[src/rtl/block_index_search_unit_defines.svh]
// ---------------------------------------------------------------------------
// block_index_search_unit_defines - assertion macros
// Shared concurrent assertion forms for the block index search unit.
// ---------------------------------------------------------------------------
`ifndef BLOCK_INDEX_SEARCH_UNIT_DEFINES_SVH
`define BLOCK_INDEX_SEARCH_UNIT_DEFINES_SVH

// Same-cycle implication, disabled while in reset.
`define BIS_ASSERT_IMP(lbl, clk, rst_n, ante, cons, msg) \
  lbl: assert property (@(posedge clk) disable iff (!rst_n) (ante) |-> (cons)) \
    else $error(msg);

// Next-cycle implication, disabled while in reset.
`define BIS_ASSERT_NXT(lbl, clk, rst_n, ante, cons, msg) \
  lbl: assert property (@(posedge clk) disable iff (!rst_n) (ante) |=> (cons)) \
    else $error(msg);

`endif

[src/rtl/bis_pkg.sv]
// ---------------------------------------------------------------------------
// bis_pkg - block index search shared types
// Item codes, result codes, controller states and control/status bundles.
// ---------------------------------------------------------------------------
`default_nettype none

package bis_pkg;

  localparam int MODE_W     = 2;
  localparam int STATUS_W   = 2;
  localparam int BLK_OUT_W  = 3;
  localparam int POS_OUT_W  = 4;
  localparam int OUT_DATA_W = 8;

  typedef enum logic [MODE_W-1:0] {
    MODE_LOAD   = 2'd0,
    MODE_SEARCH = 2'd1,
    MODE_CLEAR  = 2'd2
  } mode_t;

  typedef enum logic [STATUS_W-1:0] {
    ST_FOUND = 2'd0,
    ST_MISS  = 2'd1,
    ST_DONE  = 2'd2,
    ST_FULL  = 2'd3
  } status_t;

  typedef enum logic [2:0] {
    S_IDLE,
    S_DECODE,
    S_KEY,
    S_ELEM,
    S_EMIT
  } state_t;

  // controller -> datapath
  typedef struct packed {
    logic    capture;     // latch input beat
    logic    do_load;     // append element / close block
    logic    do_clear;    // empty the store
    logic    key_first;   // read key of block 0
    logic    key_step;    // read key of next block
    logic    elem_first;  // read element 0 of current block
    logic    elem_step;   // read next element
    logic    res_load;    // capture result
    status_t res_code;
    logic    res_found;   // result carries block/position
    logic    out_push;    // move result into output register
  } cmd_t;

  // datapath -> controller
  typedef struct packed {
    mode_t mode;
    logic  no_blocks;
    logic  full;
    logic  key_hit;
    logic  key_last;
    logic  elem_hit;
    logic  elem_last;
    logic  out_free;
  } sts_t;

endpackage

`default_nettype wire

[src/rtl/bis_ctrl.sv]
// ---------------------------------------------------------------------------
// bis_ctrl - block index search controller
// Sequences load, clear and the two-phase search (key walk, block scan).
// ---------------------------------------------------------------------------
`default_nettype none

module bis_ctrl
  import bis_pkg::*;
(
  input  wire logic clk,
  input  wire logic rst_n,
  input  wire logic in_tvalid,
  output logic      in_tready,
  input  wire sts_t sts,
  output cmd_t      cmd
);

  state_t state_r, state_nxt;

  always_ff @(posedge clk) begin
    if (!rst_n) begin
      state_r <= S_IDLE;
    end else begin
      state_r <= state_nxt;
    end
  end

  // next state
  always_comb begin
    state_nxt = state_r;
    unique case (state_r)
      S_IDLE: begin
        if (in_tvalid) state_nxt = S_DECODE;
      end
      S_DECODE: begin
        if (sts.mode == MODE_SEARCH && !sts.no_blocks) state_nxt = S_KEY;
        else state_nxt = S_EMIT;
      end
      S_KEY: begin
        if (sts.key_hit) state_nxt = S_ELEM;
        else if (sts.key_last) state_nxt = S_EMIT;
      end
      S_ELEM: begin
        if (sts.elem_hit || sts.elem_last) state_nxt = S_EMIT;
      end
      S_EMIT: begin
        if (sts.out_free) state_nxt = S_IDLE;
      end
      default: state_nxt = S_IDLE;
    endcase
  end

  // outputs
  always_comb begin
    cmd          = '0;
    cmd.res_code = ST_MISS;
    in_tready    = 1'b0;
    unique case (state_r)
      S_IDLE: begin
        in_tready   = 1'b1;
        cmd.capture = in_tvalid;
      end
      S_DECODE: begin
        cmd.res_load = 1'b1;
        case (sts.mode)
          MODE_LOAD: begin
            cmd.do_load  = 1'b1;
            cmd.res_code = sts.full ? ST_FULL : ST_DONE;
          end
          MODE_SEARCH: begin
            cmd.key_first = !sts.no_blocks;
            cmd.res_load  = sts.no_blocks;
          end
          MODE_CLEAR: begin
            cmd.do_clear = 1'b1;
            cmd.res_code = ST_DONE;
          end
          default: cmd.res_code = ST_MISS;
        endcase
      end
      S_KEY: begin
        if (sts.key_hit) begin
          cmd.elem_first = 1'b1;
        end else if (sts.key_last) begin
          cmd.res_load = 1'b1;
        end else begin
          cmd.key_step = 1'b1;
        end
      end
      S_ELEM: begin
        if (sts.elem_hit) begin
          cmd.res_load  = 1'b1;
          cmd.res_code  = ST_FOUND;
          cmd.res_found = 1'b1;
        end else if (sts.elem_last) begin
          cmd.res_load = 1'b1;
        end else begin
          cmd.elem_step = 1'b1;
        end
      end
      S_EMIT: begin
        cmd.out_push = sts.out_free;
      end
      default: in_tready = 1'b0;
    endcase
  end

endmodule

`default_nettype wire

[config.mk]
export PLATFORM = sky130hd
export DESIGN_NAME = bis_ctrl
export DESIGN_NICKNAME = d
export VERILOG_FILES = /design/src/rtl/block_index_search_unit_defines.svh /design/src/rtl/bis_pkg.sv /design/src/rtl/bis_ctrl.sv
export SDC_FILE = /design/constraint.sdc
export NUM_CORES = 1
export LEC_CHECK = 0
export ABC_AREA = 1
export BUFFER_PORTS_ARGS = -buffer_cell sky130_fd_sc_hd__buf_2
export CAP_MARGIN = 20
export CELL_PAD_IN_SITES_DETAIL_PLACEMENT = 1
export CELL_PAD_IN_SITES_GLOBAL_PLACEMENT = 1
export CORE_UTILIZATION = 22
export DETAILED_ROUTE_END_ITERATION = 10
export PLACE_DENSITY = 0.76
export SLEW_MARGIN = 25
export SYNTH_ARGS = -nofsm -noshare
export SYNTH_HDL_FRONTEND = slang
export SYNTH_SLANG_ARGS = --single-unit
[constraint.sdc]
create_clock -name clk -period 2.6 [get_ports clk]
set_input_delay 0.13 -clock clk [delete_from_list [all_inputs] [get_ports clk]]
set_output_delay 0.13 -clock clk [all_outputs]
set_load 0.005 [all_outputs]
==> results.txt <==
----------------------------------------------------
[Run status]
  Outcome ... finished clean

[Synthesis]
  Syn. warnings ... 0
  Share of synthesized area occupied by flip-flops and latches ... 0.197
  Cell Area, Synth ... 305 um2
  Net Count, Synth ... 67
  Post-synthesis cell type count ... 16
  Cells after synthesis ... 55
  Post-synthesis average cell area ... 5.55 um2
  Synth Register Bits ... 3

[Final layout]
  Most frequent cells in the layout ... buf_2 (24), inv_1 (11), nor2_1 (10), nand2_1 (7), nand3_1 (5)
  Number of flip-flops in the largest register ... 3
  Number of filler cells placed in the layout ... approximately 200
  Seq. cell area ... ~60 um2
  Diodes inserted ... 0
  Most common library cell in the layout ignoring fill and taps ... buf_2
  Final #Nets ... 96
  Syn-to-layout area delta ... 54.1%
  Biggest register ... state_r
  Leading registers by flop count ... state_r: 3 flops
  Area of the multi-input gates ... 193 um2
  Layout cell share with drive strength beyond 1 ... 0.446

[Critical path]
  Startpoint type of the worst setup path ... flip-flop
  Kind of end point of the critical path ... output port
  Arrival @ worst endpoint ... about 1.3 ns
  Worst Path Class, Setup ... reg -> out
  Critical path origin ... state_r[0]$_SDFFE_PN0P_
  Setup slack of the most critical reg-to-reg path ... 1.48 ns
  Startpoint of the worst-slack reg-to-reg timing path ... state_r[2]$_SDFFE_PN0P_
  Highest net fanout along the worst path ... 6
  CP Data Required Time ... around 2.5 ns

[Detailed routing]
  Initial detailed-routing violation count ... 4
  DRC violation count after routing ... 0
  WL final ... ~920 um
  Via-per-instance ratio ... 4.37
  Detailed-routing iteration count for the pre-antenna-repair pass ... 2
  Drt wl/cell ... 9.40 um
  Antenna-violating nets left ... 0
  Via Count ... about 430

[Timing]
  Min cycle time layout ... ~1.4 ns
  Setup TNS ... 0 ns
  Final max-slew violation count ... 0
  PnR worst setup slack ... ~1.2 ns
  Final number of hold-violating endpoints ... 0
  Portion of the clock cycle consumed by the worst path in the final layout ... 0.544
  Relative max-transition margin ... 0.848
  Measured slew at the worst slew-check pin ... between 0.2 and 0.25 ns
  Number of failing setup endpoints in the final timing report ... 0
  Peak clock frequency supported by timing ... 708 MHz
  Post-Route Skew ... 0.00196 ns
  RSZ-0062 raised after global routing ... no

[Floorplanning]
  Die height ... a little under 40 um
  Number of standard-cell rows in the floorplan ... 13
  Total die area ... around 1500 um2
  Top-level port count ... 25
  Initial core utilization ... 0.235
  Chip Width ... 39.3 um
  Core box area ... ~1300 um2

[GRT]
  Pin count of the biggest net entering global routing ... 8
  Global-route wire length before repair ... between 1 and 1.5 mm
  Initial antenna violation count ... 0
  Total congestion overflow after global routing ... 0
  Via count of the first global-routing pass ... 370
  Global-route total usage across every layer ... 0.149

[Power and ir drop]
  Leak pwr ... roughly 0.29 nW
  Maximum resistive drop on vdd ... approximately 0.21 mV
  P per Cell Area ... between 500 and 600 nW/um2

[Clock network]
  Post-CTS Repair Setup Buffers ... 0
  Number of clock sinks seen by CTS ... 3
  Clock slew at reported path FFs ... around 0.040 ns
  Post-CTS Hold Fix Bufs ... 0
  Clock insertion delay at the later pin of the skew report ... ~0.24 ns
  Worst-case clock buffer depth ... 2
  Number of clock buffers inserted by TritonCTS ... 3
  Resized Gates After CTS ... 0
  Maximum level of the CTS H-tree ... 1
  CTS root buf ... clkbuf_4
  TritonCTS clock tree ... done

[Place]
  Input/output buffers ... 24
  Placer Congestion ... between 0.7 and 0.8
  Worst setup slack before clock tree synthesis ... roughly 1.4 ns
  HPWL after detailed placement ... just under 800 um

[Worst hold path]
  Class of the tightest hold or removal check ... in -> reg
  Launch point of the worst hold path ... rst_n

[Job]
  Maxcap violations ... 0

----------------------------------------------------
[cell type report]
type                            count  share of cell area
Timing Repair Buffer               24               0.255
Tap cell                           15              0.0399
Clock buffer                        4              0.0559
Inverter                           14               0.112
Multi-Input combinational cell     38               0.410
Sequential cell                     3               0.128
[path summary, 6_finish.rpt]
kind	endpoint	cells past startpoint
worst min-delay path	state_r[0]$_SDFFE_PN0P_	3
worst min register to register	state_r[0]$_SDFFE_PN0P_	2
worst max register to register	state_r[0]$_SDFFE_PN0P_	7
worst max-delay path	cmd[2]	6
[metal layers]
layer	part of all wire	routed length, um	track usage
met1	0.45	416	0.171
met2	0.47	437	0.242
met3	0.045	41	0.0170
met4	0.028	26	0.129
met5	0	0	0
[cell families after synthesis]
family / after synthesis / synth area share
simple gates: 34 / 0.557
compound gates: 4 / 0.0738
flops: 3 / 0.197
buf+inv: 14 / 0.172
[per-stage QoR]
step                total power, mW  area, um2  instances  utilization  hold WS (ns)
floorplan                     0.133        305         55            -         0.251
global placement              0.174        444         94        0.341         0.362
detailed placement            0.178        444         94        0.341         0.377
CTS                           0.267        470         98        0.362         0.120
global route                  0.289        470         98        0.362         0.137
finish                        0.260        470         98        0.362         0.129
[worst max-delay path, cell delays in order, from the launching register on]
cell     delay [ns]
dfxtp_1        0.42
inv_2          0.08
nor3_2         0.15
inv_2          0.08
nor2_1         0.12
a21oi_1        0.07
buf_2          0.12
[cell usage after synthesis]
| library cell | number | area, um2 |
|---|---|---|
| nand3_1 | 5 | 25.0 |
| inv_1 | 11 | 41.3 |
| nor4_1 | 1 | 6.26 |
| o211ai_1 | 1 | 7.51 |
| nand3_2 | 1 | 10.0 |
| nand2_1 | 7 | 26.3 |
| a21oi_1 | 3 | 15.0 |
| inv_2 | 3 | 11.3 |
| dfxtp_1 | 3 | 60.1 |
| nor3_1 | 2 | 10.0 |
| nor2_2 | 4 | 25.0 |
| nor2_1 | 10 | 37.5 |
| nor3_2 | 1 | 10.0 |
| or2_2 | 1 | 6.26 |
| nand3b_1 | 1 | 7.51 |
| nand4_1 | 1 | 6.26 |
[power breakdown]
part,internal (mW),total [mW],switching (mW)
clock,0.0577,0.0853,0.0276
sequential,0.0540,0.0650,0.0110
combinational,0.0470,0.110,0.0628
Power figures use the tool's default switching activity.
